<file path="src/rtl/ajb_ram.sv">
// Generic single-write, single-read RAM with registered read data.
// No dependencies.
`default_nettype none

module ajb_ram #(
	parameter int WIDTH = 8,
	parameter int DEPTH = 16
) (
	input  wire logic                     clk,
	input  wire logic                     we,
	input  wire logic [$clog2(DEPTH)-1:0] waddr,
	input  wire logic [WIDTH-1:0]         wdata,
	input  wire logic [$clog2(DEPTH)-1:0] raddr,
	output      logic [WIDTH-1:0]         rdata
);

	logic [WIDTH-1:0] mem_q [DEPTH];
	logic [WIDTH-1:0] rdata_q;

	always_ff @(posedge clk) begin
		if (we) begin
			mem_q[waddr] <= wdata;
		end
		rdata_q <= mem_q[raddr];
	end

	assign rdata = rdata_q;

endmodule

`default_nettype wire

</file>
<file path="config.mk">
export PLATFORM = sky130hd
export DESIGN_NAME = ajb_ram
export DESIGN_NICKNAME = d
export VERILOG_FILES = /design/src/rtl/ajb_ram.sv
export SDC_FILE = /design/constraint.sdc
export NUM_CORES = 1
export LEC_CHECK = 0
export ABC_AREA = 1
export BUFFER_PORTS_ARGS = -buffer_cell sky130_fd_sc_hd__buf_4
export CAP_MARGIN = 10
export CORE_MARGIN = 1.5
export CORE_UTILIZATION = 45
export CTS_CLUSTER_DIAMETER = 80
export DETAILED_ROUTE_END_ITERATION = 7
export GPL_ROUTABILITY_DRIVEN = 0
export GPL_TIMING_DRIVEN = 0
export PLACE_DENSITY_LB_ADDON = 0.12
export SLEW_MARGIN = 0
export SYNTH_ARGS = -nofsm -noshare
export SYNTH_HDL_FRONTEND = slang
export SYNTH_SLANG_ARGS = --single-unit
</file>
<file path="constraint.sdc">
create_clock -name clk -period 1 [get_ports clk]
set_clock_uncertainty 0.05 [all_clocks]
set_input_delay 0.05 -clock clk [delete_from_list [all_inputs] [get_ports clk]]
set_output_delay 0.05 -clock clk [all_outputs]
set_load 0.01 [all_outputs]
</file>
==> results.cfg <==
[floorplan]
io_pins = 26
placementRows = 41
die-area_um2 = 13500
core_um2 = 12570
start_util = 0.4588
die_w_um = 116.2
die_y_um = 116.2

[worst_hold_path]
hold_path.class = in -> reg
hp-start = raddr[2]

[critical_path]
cp-startpoint = waddr[3]
end_kind = flip-flop
cpPeakStageDelay_ns = 0.67
worstPathCellList = buf_4 > nand3b_1 > nor2_1
startpoint_type = input pin
cpLargestDelayFamily = simple AND/OR/NAND/NOR gates
critPathBufInv = 1
r2r-start = mem_q[9][4]
arrival_ns = 1.14
crit_slowest_cell = nor2_1
crit_fanout = 8
crit_required_ns = 0.99
critical_path_class = in -> reg

[cts]
cts_buffers = 17
cts-htree-levels = 4
cts.sinks = 136
insertion_delay_ns = 0.42
tritoncts = done
clockBufferDepth = 2
post-cts-setup-buffers = 0
clk_root_buffer_cell = clkbuf_16
clk_pin_slew_ns = 0.05

[synthesis]
synth_area_um2 = 5767
synth.avg_cell_area_um2 = 10.47
yosys.cell_types.count = 12
synth_cells = 551
ys_seq_elements = 136
yosysWarnings = 0
ys_seq_area_frac = 0.6943
synth_nets = 569

[drt]
vias = 3777
drc = 0
antenna_left = 0
dr.pass1.iters = 5
drt-vias-per-instance = 4.811
wirelength_um = 13650
wl_per_cell_um = 17.39
drt_iter0_drc = 246

[final_layout]
fin_nets = 618
mostFrequentLayoutCell = nand2_1
design_area_um2 = 7066
layout_common_cells = nand2_1, edfxtp_1, inv_1
antenna_cells = 0
final.fill_count = 1118
areaGrowthSynthToFinish_pct = 22.52
drive_gt1_frac = 0.2316
final_cell_count_no_fill = 785

[grt]
antenna_found_initial = 0
grt_overflow_total = 0
grt-busiest-layer = met2
met3_usage = 0.03892
grt_use_total = 0.2249
grt_pass1_wl_um = 21180
grt_max_degree = 17
grtUsageMet1 = 0.3202
grt_util_met2 = 0.3353
grt_pass1_vias = 3688

[timing]
finalWorstSetupSlack_ns = -0.1466
finalCritPeriodShare = 1.147
hold_ws_ns = 0.005181
hold_viol = 0
max_slew_margin = 0.4745
setup_viol = 41
finalSetupTns_ns = -2.859
fin_crit_ns = 1.147
slew_viol_final = 0
timing.fmax_mhz = 872.1
rsz0062_at_grt = true
tightest_slew_ns = 0.7853

[pwr]
power_density_nw_per_um2 = 1865
leakagePower_nw = 3.015
ir_drop_mv = 1.344

[placed_design]
place_hpwl_um = 8935
postPlaceCellArea_um2 = 6155
numPortBuffers = 22
post-place-ws_ns = -0.7039
dp.cells = 745

[job]
maxCapViolCount = 0

[run_status]
status = complete, but fails checks
violations = setup timing
## logic make-up after synthesis
kind of cell | after synthesis | synth area share
AND/OR/NAND/NOR | 289 | 0.2105
flip-flops | 136 | 0.6943
buffers and inverters | 126 | 0.09525
## final timing paths
kind | depth (start not counted) | slack (ns) | end
max | 3 | -0.15 | mem_q[4][2]
min | 4 | 0.005 | rdata[5]
max reg2reg | 6 | -0.01 | rdata[4]
min reg2reg | 6 | 0.65 | rdata[3]
## metal layers
layer | vias up | wire (um)
met5 | - | 0
met4 | 0 | 288
met3 | 17 | 696
met2 | 115 | 6293
met1 | 1771 | 6372
li1 | 1874 | -
## sequential cells by signal (all words and copies together) (netlist names)
| register | flops |
|---|---|
| mem_q | 128 |
| rdata | 8 |
## worst min-delay path, stage by stage
cell and delay [ns]:
buf_2 0.17, nand3_2 0.10, nand3_2 0.06, nand2_2 0.06
## per-stage QoR
step	power (mW)	util
2_1_floorplan	6.992	-
3_3_place_gp	7.379	0.4897
3_5_place_dp	7.395	0.4897
4_1_cts	13.17	0.5466
5_1_grt	13.60	0.5622
6_report	13.18	0.5622
## synth_stat cells
cell | instances | area, um^2
nand3_1 | 97 | 485.5
nand3b_1 | 2 | 15.01
nand2_1 | 173 | 649.4
buf_2 | 13 | 65.06
inv_2 | 2 | 7.510
inv_1 | 100 | 375.4
dfxtp_1 | 8 | 160.2
edfxtp_1 | 128 | 3844
nor2_1 | 17 | 63.81
buf_6 | 6 | 67.56
buf_4 | 4 | 30.03
buf_1 | 1 | 3.750
## power breakdown
part,leakage (nW),internal (mW),total (mW),switching [mW]
combinational,1.53,0.337,0.994,0.657
sequential,1.22,6.38,6.41,0.0312
clock,0.261,3.60,5.78,2.18
total,3.02,10.3,13.2,2.87
## cell type report
| class | count | area, um^2 | share of cell area |
|---|---|---|---|
| Sequential cell | 136 | 4004 | 0.5667 |
| Multi-Input combinational cell | 289 | 1506 | 0.2132 |
| Clock buffer | 20 | 436.7 | 0.06180 |
| Inverter | 102 | 382.9 | 0.05419 |
| Timing Repair Buffer | 30 | 245.2 | 0.03471 |
| Tap cell | 172 | 215.2 | 0.03046 |
| Buffer | 24 | 166.4 | 0.02355 |
| Clock inverter | 12 | 108.9 | 0.01541 |
## what timing repair did
action                                 in CTS  in global routing
pin swaps                                   9                 31
endpoints found under the hold margin     128                  0
setup endpoints to repair                  79                 76
hold buffers                                8                  0
resized for setup                          22                 47
No activity file was read; power rests on OpenSTA's default activity.
