<file path="config.mk">
export PLATFORM = sky130hd
export DESIGN_NAME = ajb_front_flat
export DESIGN_NICKNAME = d
export VERILOG_FILES = /design/src/rtl/ajb_pkg.sv /design/src/rtl/ajb_if.sv /design/src/rtl/ajb_front.sv /design/src/flat_wrapper.sv
export SDC_FILE = /design/constraint.sdc
export NUM_CORES = 1
export LEC_CHECK = 0
export ABC_AREA = 1
export BUFFER_PORTS_ARGS = -buffer_cell sky130_fd_sc_hd__buf_4
export CORE_MARGIN = 8
export CORE_UTILIZATION = 29
export CTS_CLUSTER_DIAMETER = 150
export DETAILED_ROUTE_END_ITERATION = 10
export PLACE_DENSITY = 0.52
export SETUP_SLACK_MARGIN = 0.05
export SYNTH_ARGS = -nofsm -noshare
export SYNTH_HDL_FRONTEND = slang
export SYNTH_SLANG_ARGS = --single-unit
</file>
<file path="constraint.sdc">
create_clock -name clk -period 1.4 [get_ports clk]
set_input_delay 0.21 -clock clk [delete_from_list [all_inputs] [get_ports clk]]
set_output_delay 0.21 -clock clk [all_outputs]
set_load 0.1 [all_outputs]
</file>
<file path="src/rtl/ajb_pkg.sv">
// Package for the audio jitter buffer playback core: codes, reset values,
// reciprocal constants for the divide-by-100 steps, shared types.
// No dependencies.
`default_nettype none

package ajb_pkg;

	// Storage size default, in bytes
	localparam int RING_BYTES_DEF = 65536;

	// Input function codes
	localparam logic [1:0] FUNC_PUSH   = 2'd0;
	localparam logic [1:0] FUNC_PULL   = 2'd1;
	localparam logic [1:0] FUNC_CLEAR  = 2'd2;
	localparam logic [1:0] FUNC_FINISH = 2'd3;

	// Configuration register indexes
	localparam int         CFG_IDX_W     = 2;
	localparam int         CFG_DATA_W    = 16;
	localparam logic [1:0] CFG_VOLUME    = 2'd0;
	localparam logic [1:0] CFG_CEILING   = 2'd1;
	localparam logic [1:0] CFG_PREROLL   = 2'd2;

	// Configuration reset values
	localparam logic [6:0]  VOLUME_RST  = 7'd50;
	localparam logic [6:0]  CEILING_RST = 7'd43;
	localparam logic [15:0] PREROLL_RST = 16'd19200;

	localparam logic [6:0] FULL_PERCENT = 7'd100;

	// floor(x/100) == (x * RECIP) >> SHIFT, exact over the operand ranges used:
	// gain operand <= 10000, sample product magnitude < 2^22
	localparam logic [13:0] GAIN_RECIP = 14'd10486;
	localparam int          GAIN_SHIFT = 20;
	localparam logic [22:0] DIV_RECIP  = 23'd5368710;
	localparam int          DIV_SHIFT  = 29;

	localparam logic signed [15:0] SAMPLE_MAX = 16'sh7FFF;
	localparam logic signed [15:0] SAMPLE_MIN = 16'sh8000;

	// Command queue between front and back
	localparam int QUEUE_DEPTH = 2;
	localparam int QUEUE_IDX_W = 1;

	typedef enum logic [1:0] {
		OP_PUSH   = 2'd0,
		OP_PULL   = 2'd1,
		OP_CLEAR  = 2'd2,
		OP_FINISH = 2'd3
	} ajb_op_t;

	typedef struct packed {
		ajb_op_t    op;
		logic [7:0] data_byte;
	} ajb_cmd_t;

	typedef enum logic [2:0] {
		BK_IDLE,
		BK_LO,
		BK_HI,
		BK_PROD,
		BK_DIV,
		BK_DONE
	} ajb_bk_state_t;

	typedef struct packed {
		logic               accepted;
		logic signed [15:0] left_sample;
		logic signed [15:0] right_sample;
		logic               playing;
		logic [15:0]        fill_bytes;
		logic               empty_res;
	} ajb_res_t;

endpackage

`default_nettype wire

</file>
<file path="src/rtl/ajb_if.sv">
// Channel interfaces of the audio jitter buffer playback core: input items
// and result items, each with valid/ready. No dependencies.
`default_nettype none

interface ajb_in_if;
	logic       valid;
	logic       ready;
	logic [1:0] func;
	logic [7:0] data_byte;

	modport source(output valid, func, data_byte, input ready);
	modport sink(input valid, func, data_byte, output ready);
endinterface


`default_nettype wire

</file>
<file path="src/rtl/ajb_front.sv">
// Front end: accept input items, decode the function code and hold the
// commands in a two-entry queue. Depends on ajb_pkg and ajb_if.
`default_nettype none

module ajb_front (
	input  wire logic             clk,
	input  wire logic             arst_n,
	ajb_in_if.sink                in,
	output      logic             cmd_valid,
	input  wire logic             cmd_ready,
	output      ajb_pkg::ajb_cmd_t cmd
);

	localparam int QD = ajb_pkg::QUEUE_DEPTH;
	localparam int QW = ajb_pkg::QUEUE_IDX_W;

	ajb_pkg::ajb_cmd_t entries_q [QD];
	logic [QW-1:0]     wr_ptr_q;
	logic [QW-1:0]     rd_ptr_q;
	logic [QW:0]       count_q;
	ajb_pkg::ajb_cmd_t decoded;
	logic              push;
	logic              pop;

	// Decode the function code
	always_comb begin
		decoded.data_byte = in.data_byte;
		case (in.func)
			ajb_pkg::FUNC_PUSH:   decoded.op = ajb_pkg::OP_PUSH;
			ajb_pkg::FUNC_PULL:   decoded.op = ajb_pkg::OP_PULL;
			ajb_pkg::FUNC_CLEAR:  decoded.op = ajb_pkg::OP_CLEAR;
			ajb_pkg::FUNC_FINISH: decoded.op = ajb_pkg::OP_FINISH;
			default:              decoded.op = ajb_pkg::OP_PUSH;
		endcase
	end

	assign in.ready  = (count_q != (QW+1)'(QD));
	assign push      = in.valid && in.ready;
	assign cmd_valid = (count_q != '0);
	assign pop       = cmd_valid && cmd_ready;
	assign cmd       = entries_q[rd_ptr_q];

	always_ff @(posedge clk) begin
		if (push) begin
			entries_q[wr_ptr_q] <= decoded;
		end
	end

	always_ff @(posedge clk or negedge arst_n) begin
		if (!arst_n) begin
			wr_ptr_q <= '0;
			rd_ptr_q <= '0;
			count_q  <= '0;
		end else begin
			if (push) begin
				wr_ptr_q <= (wr_ptr_q == QW'(QD-1)) ? '0 : wr_ptr_q + QW'(1);
			end
			if (pop) begin
				rd_ptr_q <= (rd_ptr_q == QW'(QD-1)) ? '0 : rd_ptr_q + QW'(1);
			end
			if (push && !pop) begin
				count_q <= count_q + (QW+1)'(1);
			end else if (pop && !push) begin
				count_q <= count_q - (QW+1)'(1);
			end
		end
	end

endmodule

`default_nettype wire

</file>
<file path="src/flat_wrapper.sv">
// flat-port wrapper written by rule: the top's interface ports become plain ports
module ajb_front_flat 
  (clk, arst_n, cmd_valid, cmd_ready, cmd, in_valid, in_func, in_data_byte, in_ready);
  ajb_in_if in_i ();
  input  wire logic clk;
  input  wire logic arst_n;
  output      logic cmd_valid;
  input  wire logic cmd_ready;
  output      ajb_pkg::ajb_cmd_t cmd;
  input wire logic [$bits(in_i.valid)-1:0] in_valid;
  input wire logic [$bits(in_i.func)-1:0] in_func;
  input wire logic [$bits(in_i.data_byte)-1:0] in_data_byte;
  output wire logic [$bits(in_i.ready)-1:0] in_ready;
  assign in_i.valid = in_valid;
  assign in_i.func = in_func;
  assign in_i.data_byte = in_data_byte;
  assign in_ready = in_i.ready;
  ajb_front u_core (.clk(clk), .arst_n(arst_n), .in(in_i), .cmd_valid(cmd_valid), .cmd_ready(cmd_ready), .cmd(cmd));
endmodule
</file>
==> impl_metrics.csv, run 1 <==
group,metric,value,unit
setup_path,setup.worst_path.start_class,"flop",
die,effective_utilization_at_floorplan,29.9,%
clocking,max-clock-path-buffers,2,
final_layout,post_route_cells_drive_above_1_share,58.7,%
grt,grt_max_degree,14,
synthesis,sequential_to_total_area_share_from_yosys_stat,71.3,%
die,fp-row-count,21,
placed_design,gp_congestion,0.646,
timing,max_slew.worst_pin.slew,0.165,ns
final_layout,insertedDiodeCount,0,
placed_design,dpl_worst_slack,0.0890,ns
flow_run,maxCapViolCount,0,
synthesis,yosys.cell_types.count,16,
die,die-area,5500,um2
clocking,clkTransAtPathRegs,0.13,ns
synthesis,syn-mean-instance-area,11.8,um2
grt,globalRouteOverflowTotal,0,
synthesis,cell_types_with_the_largest_area_share_after_synthesis,"sky130_fd_sc_hd__edfxtp_1 (61%), sky130_fd_sc_hd__nand2_1 (14%), sky130_fd_sc_hd__dfrtp_1 (10%), sky130_fd_sc_hd__nand2_4 (2.3%), sky130_fd_sc_hd__inv_1 (1.9%)",
synthesis,async_flop_share,16.7,%
die,die_x,74.2,um
final_layout,postLayoutCellArea,1610,um2
clocking,tritoncts_num_sinks,24,
worst_hold_path,classification_of_the_worst_slack_hold_path,"in2reg",
placed_design,dpl-instance-area,1340,um2
clocking,cts_buffers,3,
routing,drt_iter0_markers,20,
setup_path,crit_path_end_kind,"output port",
setup_path,worst_path_most_repeated_cell,"sky130_fd_sc_hd__nand2_2",
timing,relSlewSlack,89.0,%
setup_path,critical_path_required,1.19,ns
routing,via_per_inst,4.13,
synthesis,post_synth_most_frequent_cells,"sky130_fd_sc_hd__nand2_1 (36), sky130_fd_sc_hd__edfxtp_1 (20), sky130_fd_sc_hd__inv_1 (5)",
routing,ant_nets,0,
timing,fmaxAchievable,693,MHz
setup_path,timing.setup.critical_path_class,"reg2out",
timing,finalWorstSetupSlack,-0.0428,ns
grt,globalRouteTotalUtil,7.89,%
grt,grt_first_pass_wirelength,3.28,mm
synthesis,synth_area_leader_cell,"sky130_fd_sc_hd__edfxtp_1",
routing,route.detailed.wl_per_inst,12.1,um
setup_path,critPathArrivalTime,1.23,ns
clocking,insertion_delay,0.31,ns
synthesis,synth.most_common_cell,"sky130_fd_sc_hd__nand2_1",
routing,detail_route.first_pass.iterations,2,
die,floorplan.core_area,3280,um2
setup_path,buf_inv_on_cp,3,
placed_design,detailed_place_hpwl,1.50,mm
clocking,clock_tree.root_cell,"sky130_fd_sc_hd__clkbuf_4",
final_layout,design.final.nets,137,
synthesis,synthesis.instances,83,
timing,grt_setup_unrepaired,"yes",
clocking,cts_tree,"built",
routing,drc_errors,0,
final_layout,area_added_between_synthesis_and_finish,64.1,%
synthesis,flip_flop_and_latch_count_after_synthesis,24,
routing,wl,2.03,mm
die,design.portCount,26,
setup_path,critical_path_s_top_delay_family,"flip-flops",
status,violations,"setup timing",
timing,period_needed,1.44,ns
clocking,htree_num_levels,1,
placed_design,port_buffers,25,
timing,report.final.setup_viol,10,
die,chipHeight,74.2,um
setup_path,path_cells,"inv_2, buf_6, nand2_2, nand2_2, buf_12",
status,outcome,"finished, violations left",
timing,hold_viol,0,
timing,post-route-period-util,103,%
setup_path,cp_slowest_cell,"sky130_fd_sc_hd__dfrtp_1",
routing,route.vias.total,689,
synthesis,synth-edff-count,20,
grt,grt_antenna_before_repair,0,
timing,worst_hold_slack,0.0788,ns
grt,first_global_vias,676,
synthesis,yosys.area.top_type_share,61.1,%
setup_path,path_max_fanout,4,
synthesis,synth-main-ff-cell,"sky130_fd_sc_hd__edfxtp_1",
synthesis,netlist_area,982,um2
synthesis,postSynthNetCount,98,
setup_path,worst_path_largest_cell_delay,0.42,ns
synthesis,synth-warning-count,0,
timing,finClkSkew,0.00528,ns
timing,drv_slew,0,
==> state kept, by name (all words and copies together), names as in the netlist <==
name	cells
u_core.rd_ptr_q	1
u_core.wr_ptr_q	1
u_core.count_q	2
u_core.entries_q	20
==> layout by cell type (no fill, tap or decap), types with 3 or more instances in the layout <==
cell                       count
sky130_fd_sc_hd__buf_4        22
sky130_fd_sc_hd__edfxtp_1     20
sky130_fd_sc_hd__nand2_1      19
sky130_fd_sc_hd__nand2_2      14
sky130_fd_sc_hd__buf_12       12
sky130_fd_sc_hd__nand2_4       4
sky130_fd_sc_hd__inv_4         3
sky130_fd_sc_hd__nand2_8       3
sky130_fd_sc_hd__clkbuf_4      3
sky130_fd_sc_hd__buf_6         3
sky130_fd_sc_hd__dfrtp_1       3
==> what timing repair did <==
action / CTS / global route
setup endpoints to repair: 12 / 13
hold endpoints to repair: 4 / 0
pin swaps: 6 / 9
setup buffers: 3 / 2
gates resized for setup: 45 / 7
hold buffers: 1 / 0
==> cell families (layout without fill, tap and decap cells) <==
| kind of cell | Yosys count | in the layout | share of synthesized area, % |
|---|---|---|---|
| simple gates | 45 | 45 | 19.7 |
| flops | 24 | 24 | 71.3 |
| buf+inv | 11 | 49 | 5.10 |
| xor+xnor | 2 | 2 | 2.55 |
| fa+ha+maj | 1 | 1 | 1.27 |
==> final cells by class <==
class                           instances  area [um2]
Fill cell                             297        1670
Inverter                                7        33.8
Timing Repair Buffer                   38         449
Multi-Input combinational cell         48         343
Sequential cell                        24         702
Tap cell                               46        57.6
Clock buffer                            4        26.3
==> final timing paths <==
| kind | start | endpoint | slack (ns) | cells after the start |
|---|---|---|---|---|
| worst max-delay path | u_core.rd_ptr_q$_DFFE_PN0P_ | cmd[3] | -0.04 | 5 |
| worst min-delay path | in_func[1] | u_core.entries_q[0][9]$_DFFE_PP_ | 0.08 | 1 |
| worst max register to register | u_core.count_q[0]$_DFFE_PN0P_ | u_core.count_q[1]$_DFFE_PN0P_ | 0.12 | 8 |
| worst min register to register | u_core.count_q[1]$_DFFE_PN0P_ | u_core.count_q[1]$_DFFE_PN0P_ | 0.61 | 2 |
| max in group asynchronous | arst_n | u_core.count_q[1]$_DFFE_PN0P_ | 1.07 | 2 |
| min in group asynchronous | arst_n | u_core.count_q[1]$_DFFE_PN0P_ | 0.21 | 2 |
==> metal layers <==
| layer | routed length [um] | vias up | global-route usage [%] | part of all wire, % |
|---|---|---|---|---|
| met5 | 0 | - | 0 | 0 |
| met3 | 163 | 4 | 2.83 | 8.0 |
| met4 | 10 | 0 | 3.33 | 0.49 |
| li1 | - | 339 | - | - |
| met1 | 821 | 328 | 8.67 | 40 |
| met2 | 1030 | 18 | 13.4 | 51 |
==> metrics by stage <==
step	TNS, ns	std cells	util [%]
CTS	-0.557	165	47.6
finish	-0.341	167	49.1
floorplan	-0.313	83	-
detailed placement	0	157	40.7
global placement	0	157	40.7
global route	-1.22	167	49.1
Power of run 1 is not shown: default switching activity piles up to over one toggle a cycle in this logic, so the estimate is an artifact.
==> inputs of run 2 (changes only) <==
Settings changed: BUFFER_PORTS_ARGS -buffer_cell sky130_fd_sc_hd__buf_4 to -buffer_cell sky130_fd_sc_hd__clkbuf_2.
==> impl_metrics.csv, run 2 (synthesis gave the netlist of run 1 again) <==
group,metric,value,unit
timing,grt_setup_unrepaired,"yes",
setup_path,path_max_fanout,5,
clocking,clock_tree.root_cell,"sky130_fd_sc_hd__clkbuf_4",
setup_path,crit_path_end_kind,"output port",
timing,finClkSkew,0.00606,ns
clocking,cts_tree,"built",
setup_path,path_cells,"buf_12, clkbuf_16, nand2_1, nand2_2, buf_12",
setup_path,critical_path_s_top_delay_family,"flip-flops",
routing,ant_nets,0,
routing,drc_errors,0,
timing,drv_slew,0,
timing,max_slew.worst_pin.slew,0.169,ns
final_layout,largest-register,"u_core.entries_q",
worst_hold_path,classification_of_the_worst_slack_hold_path,"in2reg",
setup_path,worst_path_largest_cell_delay,0.47,ns
timing,report.final.setup_viol,10,
routing,route.detailed.wl_per_inst,12.8,um
setup_path,timing.setup.critical_path_class,"reg2out",
routing,detail_route.first_pass.iterations,2,
grt,globalRouteOverflowTotal,0,
setup_path,cp_slowest_cell,"sky130_fd_sc_hd__dfrtp_2",
setup_path,buf_inv_on_cp,3,
clocking,htree_num_levels,1,
final_layout,design.final.nets,140,
status,outcome,"finished, violations left",
final_layout,largest_register_ff_count,20,
clocking,clkTransAtPathRegs,0.12,ns
placed_design,gp_congestion,0.740,
die,fp-row-count,21,
final_layout,commonest_cells_after_routing_fill_and_taps_aside,"sky130_fd_sc_hd__nand2_2 (20), sky130_fd_sc_hd__edfxtp_1 (20), sky130_fd_sc_hd__nand2_1 (17), sky130_fd_sc_hd__clkbuf_2 (13), sky130_fd_sc_hd__buf_12 (13)",
routing,route.vias.total,718,
die,die_x,74.2,um
routing,wl,2.18,mm
setup_path,rr_worst_depth,7,
clocking,insertion_delay,0.30,ns
grt,globalRouteTotalUtil,8.66,%
setup_path,worst_path_most_repeated_cell,"sky130_fd_sc_hd__buf_12",
die,design.portCount,26,
final_layout,post_route_cells_drive_above_1_share,62.9,%
die,chipHeight,74.2,um
timing,relSlewSlack,88.7,%
status,violations,"setup timing",
die,floorplan.core_area,3280,um2
grt,grt_max_degree,14,
timing,post-route-period-util,112,%
grt,grt_first_pass_wirelength,3.47,mm
grt,first_global_vias,672,
clocking,tritoncts_num_sinks,24,
timing,period_needed,1.57,ns
clocking,max-clock-path-buffers,2,
die,effective_utilization_at_floorplan,29.9,%
final_layout,reg_top3,"u_core.entries_q (20), u_core.count_q (2)",
timing,hold_viol,0,
placed_design,port_buffers,25,
timing,finalWorstSetupSlack,-0.166,ns
setup_path,setup.worst_path.start_class,"flop",
worst_hold_path,whs_path_depth,1,
flow_run,maxCapViolCount,0,
grt,grt_antenna_before_repair,0,
timing,fmaxAchievable,639,MHz
final_layout,area_added_between_synthesis_and_finish,65.6,%
final_layout,final.fill_count,290,
setup_path,critical_path_required,1.19,ns
setup_path,critPathArrivalTime,1.36,ns
routing,via_per_inst,4.22,
clocking,cts_buffers,3,
die,die-area,5500,um2
timing,worst_hold_slack,0.0868,ns
final_layout,insertedDiodeCount,0,
placed_design,detailed_place_hpwl,1.50,mm
setup_path,levels_on_crit_path,5,
routing,drt_iter0_markers,33,
-- run 2: cell count changes in the layout (fill, tap and decap cells not counted), sizes merged --
| cell | before | now |
|---|---|---|
| buf | 37 | 25 |
| clkinvlp | 0 | 2 |
| clkbuf | 4 | 18 |
| inv | 7 | 6 |
-- run 2: metal layers --
| metal | vias to the layer above | GRT usage, % | routed length [um] |
|---|---|---|---|
| met5 | - | 0 | 0 |
| met4 | 0 | 3.33 | 12 |
| met3 | 2 | 3.91 | 171 |
| met2 | 18 | 14.1 | 1100 |
| met1 | 352 | 9.68 | 894 |
| li1 | 346 | - | - |
-- run 2: path summary, 6_finish.rpt --
check,slack (ns),to,start
worst max-delay path,-0.17,cmd[7],u_core.rd_ptr_q$_DFFE_PN0P_
worst min-delay path,0.09,u_core.entries_q[1][0]$_DFFE_PP_,in_data_byte[0]
worst max register to register,0.09,u_core.rd_ptr_q$_DFFE_PN0P_,u_core.rd_ptr_q$_DFFE_PN0P_
worst min register to register,0.61,u_core.count_q[1]$_DFFE_PN0P_,u_core.count_q[1]$_DFFE_PN0P_
max in group asynchronous,1.00,u_core.rd_ptr_q$_DFFE_PN0P_,arst_n
min in group asynchronous,0.24,u_core.wr_ptr_q$_DFFE_PN0P_,arst_n
-- run 2: per-stage QoR --
step | utilization (%) | std cells | cell area [um2] | setup TNS, ns | setup slack, ns
after floorplan | - | 83 | 1060 | -0.313 | -0.0157
after global placement | 43.8 | 155 | 1440 | 0 | 0.132
after detailed placement | 43.8 | 155 | 1440 | 0 | 0.0901
after CTS | 46.2 | 164 | 1520 | -1.06 | -0.125
after global routing | 49.5 | 170 | 1630 | -2.02 | -0.220
final | 49.5 | 170 | 1630 | -1.42 | -0.166
-- run 2: cell type report --
type	instances	area [um2]	share of cell area, %
flip-flops and latches	24	703	43.2
repair buffers	40	462	28.4
multi-input cells	48	333	20.5
well taps	46	57.6	3.54
inverters	7	37.5	2.31
clock buffers	4	26.3	1.62
repair inverters	1	7.51	0.462
-- run 2: what timing repair did --
action                                  in CTS  in global routing
resized for setup                            5                 12
buffers inserted                             3                  5
hold endpoints to repair                     4                  0
hold buffers                                 1                  0
endpoints found under the setup margin      12                 13
gates cloned                                 1                  1
pin swaps                                    0                  6
Power of run 2 is left out for the same reason.
