`src/rtl/ajb_pkg.sv`:
```
// Package for the audio jitter buffer playback core: codes, reset values,
// reciprocal constants for the divide-by-100 steps, shared types.
// No dependencies.
`default_nettype none

package ajb_pkg;

	// Storage size default, in bytes
	localparam int RING_BYTES_DEF = 65536;

	// Input function codes
	localparam logic [1:0] FUNC_PUSH   = 2'd0;
	localparam logic [1:0] FUNC_PULL   = 2'd1;
	localparam logic [1:0] FUNC_CLEAR  = 2'd2;
	localparam logic [1:0] FUNC_FINISH = 2'd3;

	// Configuration register indexes
	localparam int         CFG_IDX_W     = 2;
	localparam int         CFG_DATA_W    = 16;
	localparam logic [1:0] CFG_VOLUME    = 2'd0;
	localparam logic [1:0] CFG_CEILING   = 2'd1;
	localparam logic [1:0] CFG_PREROLL   = 2'd2;

	// Configuration reset values
	localparam logic [6:0]  VOLUME_RST  = 7'd50;
	localparam logic [6:0]  CEILING_RST = 7'd43;
	localparam logic [15:0] PREROLL_RST = 16'd19200;

	localparam logic [6:0] FULL_PERCENT = 7'd100;

	// floor(x/100) == (x * RECIP) >> SHIFT, exact over the operand ranges used:
	// gain operand <= 10000, sample product magnitude < 2^22
	localparam logic [13:0] GAIN_RECIP = 14'd10486;
	localparam int          GAIN_SHIFT = 20;
	localparam logic [22:0] DIV_RECIP  = 23'd5368710;
	localparam int          DIV_SHIFT  = 29;

	localparam logic signed [15:0] SAMPLE_MAX = 16'sh7FFF;
	localparam logic signed [15:0] SAMPLE_MIN = 16'sh8000;

	// Command queue between front and back
	localparam int QUEUE_DEPTH = 2;
	localparam int QUEUE_IDX_W = 1;

	typedef enum logic [1:0] {
		OP_PUSH   = 2'd0,
		OP_PULL   = 2'd1,
		OP_CLEAR  = 2'd2,
		OP_FINISH = 2'd3
	} ajb_op_t;

	typedef struct packed {
		ajb_op_t    op;
		logic [7:0] data_byte;
	} ajb_cmd_t;

	typedef enum logic [2:0] {
		BK_IDLE,
		BK_LO,
		BK_HI,
		BK_PROD,
		BK_DIV,
		BK_DONE
	} ajb_bk_state_t;

	typedef struct packed {
		logic               accepted;
		logic signed [15:0] left_sample;
		logic signed [15:0] right_sample;
		logic               playing;
		logic [15:0]        fill_bytes;
		logic               empty_res;
	} ajb_res_t;

endpackage

`default_nettype wire

```
`src/rtl/ajb_if.sv`:
```
// Channel interfaces of the audio jitter buffer playback core: input items
// and result items, each with valid/ready. No dependencies.
`default_nettype none


interface ajb_out_if;
	logic               valid;
	logic               ready;
	logic               accepted;
	logic signed [15:0] left_sample;
	logic signed [15:0] right_sample;
	logic               playing;
	logic [15:0]        fill_bytes;
	logic               empty_res;

	modport source(output valid, accepted, left_sample, right_sample, playing,
		fill_bytes, empty_res, input ready);
	modport sink(input valid, accepted, left_sample, right_sample, playing,
		fill_bytes, empty_res, output ready);
endinterface

`default_nettype wire

```
`src/rtl/ajb_back.sv`:
```
// Back end: carry out queued commands against the ring pointers and flags,
// read pulled samples from the ring RAM, scale them and register results.
// Depends on ajb_pkg and ajb_if.
`default_nettype none

module ajb_back #(
	parameter int RING_BYTES = ajb_pkg::RING_BYTES_DEF,
	parameter int AW         = $clog2(RING_BYTES)
) (
	input  wire logic                           clk,
	input  wire logic                           arst_n,
	input  wire logic                           cmd_valid,
	output      logic                           cmd_ready,
	input  wire ajb_pkg::ajb_cmd_t              cmd,
	input  wire logic                           cfg_we,
	input  wire logic [ajb_pkg::CFG_IDX_W-1:0]  cfg_index,
	input  wire logic [ajb_pkg::CFG_DATA_W-1:0] cfg_wdata,
	output      logic                           ram_we,
	output      logic [AW-1:0]                  ram_waddr,
	output      logic [7:0]                     ram_wdata,
	output      logic [AW-1:0]                  ram_raddr,
	input  wire logic [7:0]                     ram_rdata,
	ajb_out_if.source                           out
);

	function automatic logic [AW-1:0] wrap_inc(input logic [AW-1:0] p);
		return (p == AW'(RING_BYTES-1)) ? '0 : p + AW'(1);
	endfunction

	function automatic logic [AW-1:0] held_of(input logic [AW-1:0] w,
		input logic [AW-1:0] r);
		if (w >= r) begin
			return w - r;
		end
		return AW'({1'b0, w} + (AW+1)'(RING_BYTES) - {1'b0, r});
	endfunction

	ajb_pkg::ajb_bk_state_t state_q, state_d;
	logic [AW-1:0] rp_q, rp_d;
	logic [AW-1:0] wp_q, wp_d;
	logic          prerolled_q, prerolled_d;
	logic          finish_q, finish_d;
	logic [6:0]    volume_q;
	logic [6:0]    ceiling_q;
	logic [15:0]   preroll_q;

	// Pull datapath registers
	logic [7:0]         lo_q;
	logic [13:0]        vc_q;
	logic [15:0]        smp_q;
	logic [6:0]         gain_q;
	logic [21:0]        mag_q;
	logic               neg_q;
	logic [15:0]        quo_q;

	logic               out_valid_q;
	ajb_pkg::ajb_res_t  res_q, res_d;
	logic               res_load;
	logic               slot_free;

	logic [AW-1:0]      held;
	logic [AW-1:0]      held_new;
	logic [31:0]        held32;
	logic [31:0]        held_new32;
	logic               full;
	logic               play_now;
	logic [6:0]         cv;
	logic [6:0]         cc;
	logic [27:0]        gprod;
	logic signed [23:0] smp_x;
	logic signed [23:0] gain_x;
	logic signed [23:0] prod;
	logic [23:0]        mag_w;
	logic [44:0]        qprod;
	logic signed [16:0] rval;
	logic signed [15:0] sat_w;

	assign held      = held_of(wp_q, rp_q);
	assign held32    = 32'(held);
	assign full      = (held == AW'(RING_BYTES-1));
	assign play_now  = prerolled_q || finish_q || (held32 >= 32'(preroll_q));
	assign slot_free = !out_valid_q || out.ready;

	assign cv = (volume_q > ajb_pkg::FULL_PERCENT) ? ajb_pkg::FULL_PERCENT : volume_q;
	assign cc = (ceiling_q > ajb_pkg::FULL_PERCENT) ? ajb_pkg::FULL_PERCENT : ceiling_q;

	assign gprod  = 28'(vc_q) * 28'(ajb_pkg::GAIN_RECIP);
	assign smp_x  = {{8{smp_q[15]}}, smp_q};
	assign gain_x = {17'd0, gain_q};
	assign prod   = smp_x * gain_x;
	assign mag_w  = prod[23] ? 24'(-prod) : 24'(prod);
	assign qprod  = 45'(mag_q) * 45'(ajb_pkg::DIV_RECIP);
	assign rval   = neg_q ? -$signed({1'b0, quo_q}) : $signed({1'b0, quo_q});

	always_comb begin
		if (rval > 17'(ajb_pkg::SAMPLE_MAX)) begin
			sat_w = ajb_pkg::SAMPLE_MAX;
		end else if (rval < 17'(ajb_pkg::SAMPLE_MIN)) begin
			sat_w = ajb_pkg::SAMPLE_MIN;
		end else begin
			sat_w = rval[15:0];
		end
	end

	// Sequencer: next state, pointer and flag updates, result assembly
	always_comb begin
		state_d     = state_q;
		rp_d        = rp_q;
		wp_d        = wp_q;
		prerolled_d = prerolled_q;
		finish_d    = finish_q;
		cmd_ready   = 1'b0;
		ram_we      = 1'b0;
		ram_waddr   = wp_q;
		ram_wdata   = cmd.data_byte;
		ram_raddr   = rp_q;
		res_load    = 1'b0;
		res_d       = '0;
		case (state_q)
			ajb_pkg::BK_IDLE: begin
				if (cmd_valid) begin
					case (cmd.op)
						ajb_pkg::OP_PUSH: begin
							if (slot_free) begin
								cmd_ready = 1'b1;
								res_load  = 1'b1;
								res_d.playing = prerolled_q || finish_q;
								if (!full) begin
									ram_we = 1'b1;
									wp_d   = wrap_inc(wp_q);
									res_d.accepted = 1'b1;
								end
							end
						end
						ajb_pkg::OP_PULL: begin
							if (play_now && (held32 >= 32'd2)) begin
								// Start the two-byte read; result comes in BK_DONE
								cmd_ready   = 1'b1;
								prerolled_d = prerolled_q || !finish_q;
								state_d     = ajb_pkg::BK_LO;
							end else if (slot_free) begin
								cmd_ready = 1'b1;
								res_load  = 1'b1;
								res_d.playing = play_now;
								if (play_now) begin
									prerolled_d = prerolled_q || !finish_q;
								end
							end
						end
						ajb_pkg::OP_CLEAR: begin
							if (slot_free) begin
								cmd_ready   = 1'b1;
								res_load    = 1'b1;
								rp_d        = '0;
								wp_d        = '0;
								prerolled_d = 1'b0;
								finish_d    = 1'b0;
								res_d.accepted = 1'b1;
							end
						end
						ajb_pkg::OP_FINISH: begin
							if (slot_free) begin
								cmd_ready = 1'b1;
								res_load  = 1'b1;
								finish_d  = 1'b1;
								res_d.accepted = 1'b1;
								res_d.playing  = 1'b1;
							end
						end
						default: begin
							cmd_ready = 1'b0;
						end
					endcase
				end
			end
			ajb_pkg::BK_LO: begin
				ram_raddr = wrap_inc(rp_q);
				state_d   = ajb_pkg::BK_HI;
			end
			ajb_pkg::BK_HI: begin
				state_d = ajb_pkg::BK_PROD;
			end
			ajb_pkg::BK_PROD: begin
				state_d = ajb_pkg::BK_DIV;
			end
			ajb_pkg::BK_DIV: begin
				state_d = ajb_pkg::BK_DONE;
			end
			ajb_pkg::BK_DONE: begin
				if (slot_free) begin
					res_load = 1'b1;
					rp_d     = wrap_inc(wrap_inc(rp_q));
					state_d  = ajb_pkg::BK_IDLE;
					res_d.accepted     = 1'b1;
					res_d.playing      = 1'b1;
					res_d.left_sample  = sat_w;
					res_d.right_sample = sat_w;
				end
			end
			default: begin
				state_d = ajb_pkg::BK_IDLE;
			end
		endcase
		held_new         = held_of(wp_d, rp_d);
		held_new32       = 32'(held_new);
		res_d.fill_bytes = held_new32[15:0];
		res_d.empty_res  = (held_new == '0);
	end

	always_ff @(posedge clk or negedge arst_n) begin
		if (!arst_n) begin
			state_q     <= ajb_pkg::BK_IDLE;
			rp_q        <= '0;
			wp_q        <= '0;
			prerolled_q <= 1'b0;
			finish_q    <= 1'b0;
			volume_q    <= ajb_pkg::VOLUME_RST;
			ceiling_q   <= ajb_pkg::CEILING_RST;
			preroll_q   <= ajb_pkg::PREROLL_RST;
			out_valid_q <= 1'b0;
		end else begin
			state_q     <= state_d;
			rp_q        <= rp_d;
			wp_q        <= wp_d;
			prerolled_q <= prerolled_d;
			finish_q    <= finish_d;
			if (cfg_we) begin
				case (cfg_index)
					ajb_pkg::CFG_VOLUME:  volume_q  <= cfg_wdata[6:0];
					ajb_pkg::CFG_CEILING: ceiling_q <= cfg_wdata[6:0];
					ajb_pkg::CFG_PREROLL: preroll_q <= cfg_wdata[15:0];
					default:              preroll_q <= preroll_q;
				endcase
			end
			if (res_load) begin
				out_valid_q <= 1'b1;
			end else if (out.ready) begin
				out_valid_q <= 1'b0;
			end
		end
	end

	// Pull datapath: low byte, gain, product magnitude, divide by 100
	always_ff @(posedge clk) begin
		if (state_q == ajb_pkg::BK_LO) begin
			lo_q <= ram_rdata;
			vc_q <= 14'(cv) * 14'(cc);
		end
		if (state_q == ajb_pkg::BK_HI) begin
			smp_q  <= {ram_rdata, lo_q};
			gain_q <= 7'(gprod >> ajb_pkg::GAIN_SHIFT);
		end
		if (state_q == ajb_pkg::BK_PROD) begin
			neg_q <= prod[23];
			mag_q <= mag_w[21:0];
		end
		if (state_q == ajb_pkg::BK_DIV) begin
			quo_q <= 16'(qprod >> ajb_pkg::DIV_SHIFT);
		end
		if (res_load) begin
			res_q <= res_d;
		end
	end

	assign out.valid        = out_valid_q;
	assign out.accepted     = res_q.accepted;
	assign out.left_sample  = res_q.left_sample;
	assign out.right_sample = res_q.right_sample;
	assign out.playing      = res_q.playing;
	assign out.fill_bytes   = res_q.fill_bytes;
	assign out.empty_res    = res_q.empty_res;

endmodule

`default_nettype wire

```
`src/flat_wrapper.sv`:
```
// flat-port wrapper written by rule: the top's interface ports become plain ports
module ajb_back_flat 
#(
	parameter int RING_BYTES = ajb_pkg::RING_BYTES_DEF,
	parameter int AW         = $clog2(RING_BYTES)
)
  (clk, arst_n, cmd_valid, cmd_ready, cmd, cfg_we, cfg_index, cfg_wdata, ram_we, ram_waddr, ram_wdata, ram_raddr, ram_rdata, out_valid, out_accepted, out_left_sample, out_right_sample, out_playing, out_fill_bytes, out_empty_res, out_ready);
  ajb_out_if out_i ();
  input  wire logic clk;
  input  wire logic arst_n;
  input  wire logic cmd_valid;
  output      logic cmd_ready;
  input  wire ajb_pkg::ajb_cmd_t cmd;
  input  wire logic cfg_we;
  input  wire logic [ajb_pkg::CFG_IDX_W-1:0] cfg_index;
  input  wire logic [ajb_pkg::CFG_DATA_W-1:0] cfg_wdata;
  output      logic ram_we;
  output      logic [AW-1:0] ram_waddr;
  output      logic [7:0] ram_wdata;
  output      logic [AW-1:0] ram_raddr;
  input  wire logic [7:0] ram_rdata;
  output wire logic [$bits(out_i.valid)-1:0] out_valid;
  output wire logic [$bits(out_i.accepted)-1:0] out_accepted;
  output wire logic [$bits(out_i.left_sample)-1:0] out_left_sample;
  output wire logic [$bits(out_i.right_sample)-1:0] out_right_sample;
  output wire logic [$bits(out_i.playing)-1:0] out_playing;
  output wire logic [$bits(out_i.fill_bytes)-1:0] out_fill_bytes;
  output wire logic [$bits(out_i.empty_res)-1:0] out_empty_res;
  input wire logic [$bits(out_i.ready)-1:0] out_ready;
  assign out_valid = out_i.valid;
  assign out_accepted = out_i.accepted;
  assign out_left_sample = out_i.left_sample;
  assign out_right_sample = out_i.right_sample;
  assign out_playing = out_i.playing;
  assign out_fill_bytes = out_i.fill_bytes;
  assign out_empty_res = out_i.empty_res;
  assign out_i.ready = out_ready;
  ajb_back #(.RING_BYTES(RING_BYTES), .AW(AW)) u_core (.clk(clk), .arst_n(arst_n), .cmd_valid(cmd_valid), .cmd_ready(cmd_ready), .cmd(cmd), .cfg_we(cfg_we), .cfg_index(cfg_index), .cfg_wdata(cfg_wdata), .ram_we(ram_we), .ram_waddr(ram_waddr), .ram_wdata(ram_wdata), .ram_raddr(ram_raddr), .ram_rdata(ram_rdata), .out(out_i));
endmodule
```
`config.mk`:
```
export PLATFORM = sky130hd
export DESIGN_NAME = ajb_back_flat
export DESIGN_NICKNAME = d
export VERILOG_FILES = /design/src/rtl/ajb_pkg.sv /design/src/rtl/ajb_if.sv /design/src/rtl/ajb_back.sv /design/src/flat_wrapper.sv
export SDC_FILE = /design/constraint.sdc
export NUM_CORES = 2
export LEC_CHECK = 0
export BUFFER_PORTS_ARGS = -buffer_cell sky130_fd_sc_hd__clkbuf_2
export CORE_MARGIN = 8
export CORE_UTILIZATION = 50
export CTS_CLUSTER_SIZE = 20
export DETAILED_ROUTE_END_ITERATION = 12
export GPL_ROUTABILITY_DRIVEN = 0
export PLACE_DENSITY = 0.75
export REMOVE_ABC_BUFFERS = 1
export SYNTH_ARGS = -nofsm -noshare
export SYNTH_HDL_FRONTEND = slang
export SYNTH_SLANG_ARGS = --single-unit
```
`constraint.sdc`:
```
create_clock -name clk -period 19.8 [get_ports clk]
set_clock_uncertainty 0.15 [all_clocks]
set_input_delay 0.99 -clock clk [delete_from_list [all_inputs] [get_ports clk]]
set_output_delay 0.99 -clock clk [all_outputs]
set_load 0.01 [all_outputs]
```
==> metrics.md <==
| Metric | Value |
|---|---|
| Iteration-0 DRC Markers | ~1100 |
| Simple-gate share of the synthesized area | 11.2% |
| Max-slew headroom | a little over a quarter |
| Clock-pin transition on the worst setup and hold timing paths | roughly 0.080 ns |
| Slew Limit Fails | 0 |
| Post-synth top area cell | fa_1 |
| Clock Tree Root | clkbuf_16 |
| Routed vias/inst | 5.48 |
| Seq cells post-synth | roughly 190 |
| # rows | 86 |
| Dpl hpwl | 51.8 mm |
| Synth Flop Type | edfxtp_1 |
| Pre-antenna DRT Iters | 6 |
| Post-Syn Area per Cell | approximately 9.9 sq um |
| Grt ovf | 0 |
| Starting Density | 50.6% |
| Combinational family with the most area after synthesis | adder cells |
| Largest cells by area after synthesis | fa_1 (25%), ha_1 (21%), edfxtp_1 (13%), inv_1 (7.4%), dfrtp_1 (5.1%) |
| Crit start category | flip-flop |
| # setup viols final | 0 |
| Wire length per cell | between 15 and 20 microns |
| Flop2flop setup slack | approximately 13 ns |
| Skew-Pair Late Insertion Delay | 0.47 ns |
| Mapped Area | 27900 sq um |
| Fin nets | about 3700 |
| Number of flops mapped to enable cells by yosys | around 120 |
| Commonest non-fill, non-tap cell in the layout | inv_1 |
| F_max | approximately 140 MHz |
| Mapped Cells | 2819 |
| Crit-path slowest cell | edfxtp_1 |
| CP max stage delay | 0.59 ns |
| Worst path cell trace | ha_1, fa_1, fa_1, fa_1, fa_1, fa_1, fa_1, ha_1, a21oi_1, o21ai_0, nor4_1, a311o_1, a31o_2, o21bai_1, a211oi_1, o21ai_0, a2111oi_0, a211oi_1 |
| Fin. Hold Viols | 0 |
| Reg area | approximately 5300 sq um |
| DR DRC count | 0 |
| Vias in the first global route | 20055 |
| Most frequent cells in the layout | inv_1 (548), ha_1 (463), fa_1 (352), nand2_1 (154), edfxtp_1 (119) |
| Crit Path Class | reg -> reg |
| CTS H-tree lvls | 4 |
| Mux contribution to synthesized area | roughly 1.3% |
| Least-Margin Pin Slew | around 1.1 ns |
| Maxcap violations | 0 |
| Resized cells post-CTS | 0 |
| Final Cell Area | roughly 30000 sq um |
| Core area | about 55000 sq um |
| Worst EP required | approximately 20 ns |
| Yosys warns | 0 |
| Ratio of cells with drive above 1 in the final layout | around 7.9% |
| Multi-input gate area | just over 20000 sq um |
| CTS Hold Bufs | 0 |
| IO Port Bufs | between 100 and 150 |
| Post-CTS Setup Bufs | 0 |
| Seq/Total Area, Yosys | between 10% and 20% |
| I/O pins | about 140 |
| Post-synthesis adder-cell area fraction | a little under half |
| Detail Route Antenna Nets | 0 |
| Status | finished clean |
| Layout area overhead | 6.52% |
| Clk buf depth | 2 |
| Crit Path Max Fanout | 8 |
| Placed Area | 29100 sq um |
| Post-synthesis cell type count | a little under 80 |
| Die Span X | 252 microns |
| CTS tree | yes |
| Total wire length | between 60 and 70 mm |
| Num Clock Sinks | 187 |
| Fillers | 4818 |
| RSZ-0062 raised after global routing | no |
| Initial antenna violation count | 2 |
| First-pass GRT wire length | 101 mm |
| Worst path arrival time | approximately 7.3 ns |
| Largest net degree at the start of global routing | 69 |
| Post-Synth XOR/XNOR Area | 3.98% |
| Crit path capture type | flip-flop |
| Hold WC Path Type | reg -> reg |
| Die area | ~64000 sq um |
| GRT Total Usage | between 15 and 20% |
| Chip height | around 250 microns |
| Most used cell, CP | fa_1 |
| Top-area cell type share of the netlist area | between 20 and 30% |
| Compound-Gate Fraction of Synth Area | under 10% |
| Ys async rst share | 36.4% |
| Vias post-DR | ~20000 |
| Tmin final | about 7.2 ns |
| CTS Buf Count | 17 |
| Setup TNS | 0 ns |
| Final period util | 36.6% |
-- stage by stage --
stage	hold slack [ns]	std cells	worst slack [ns]	utilization, %
after CTS	0.260	3647	12.55	53.9
after global placement	0.252	3615	12.83	52.8
after detailed placement	0.258	3615	12.59	52.8
final	0.257	3648	12.56	53.9
after floorplan	0.250	2742	13.31	-
after global routing	0.269	3648	12.16	53.9
-- final cells by class --
class	count	area share, %
clock buffers	21	1.59
repair buffers	125	2.16
flip-flops and latches	187	17.8
well taps	748	3.15
diodes	1	0.00842
inverters	549	6.93
clock inverters	11	0.446
multi-input cells	2006	67.9
-- final timing paths --
path,from,endpoint,cells after the start
worst max-delay path,u_core.mag_q[6]$_DFFE_PN_,u_core.quo_q[12]$_DFFE_PN_,18
worst min-delay path,u_core.lo_q[0]$_DFFE_PP_,u_core.smp_q[0]$_DFFE_PP_,0
worst max register to register,u_core.mag_q[6]$_DFFE_PN_,u_core.quo_q[12]$_DFFE_PN_,18
worst min register to register,u_core.lo_q[0]$_DFFE_PP_,u_core.smp_q[0]$_DFFE_PP_,0
max in group asynchronous,arst_n,u_core.rp_q[9]$_DFF_PN0_,2
min in group asynchronous,arst_n,u_core.volume_q[6]$_DFFE_PN0P_,2
-- metal layers --
layer	global-route usage, %	routed length, microns
met3	2.69	3090
met4	6.48	1720
met1	25.3	26400
met5	0	15
met2	33.2	30000
-- cells by family after synthesis --
group / count (synthesis)
mux: 32
buf+inv: 626
simple gates: 610
flops: 187
xor+xnor: 126
compound gates: 423
fa+ha+maj: 815
-- synthesized netlist by cell type (16+ instances only) --
master      n
o21a_1     16
buf_4      24
o21ai_0   104
xnor2_1    77
clkbuf_1   49
nand2b_1   17
xor2_1     48
ha_1      463
mux2_2     31
nor2_1    110
edfxtp_1  119
and2_1    112
a21oi_1   107
a21o_1     37
nand2_1   154
dfrtp_1    57
nand4_1    21
fa_1      352
and3_1     18
nand3_1    44
nor2b_1    24
nor3_1     37
o31ai_1    16
inv_1     548
a31oi_1    18
-- critical path: cells and delay by family (launching register included) --
kind,cells,cell delay (ns)
flops,1,0.59
compound gates,9,2.17
fa+ha+maj,8,3.77
simple gates,1,0.28
-- flip-flops by register name, summed over array words and instances (netlist names), 3 cells and up --
| register | count |
|---|---|
| u_core.preroll_q | 16 |
| u_core.rp_q | 16 |
| u_core.lo_q | 8 |
| u_core.out.left_sample | 16 |
| u_core.gain_q | 7 |
| u_core.state_q | 3 |
| u_core.ceiling_q | 7 |
| u_core.out.fill_bytes | 16 |
| u_core.volume_q | 7 |
| u_core.ram_waddr | 16 |
| u_core.quo_q | 16 |
| u_core.smp_q | 16 |
| u_core.vc_q | 14 |
| u_core.mag_q | 22 |
Power is left out: the tool's default activity adds up to more than one toggle a clock period on the data nets, which glitch-free logic cannot reach.
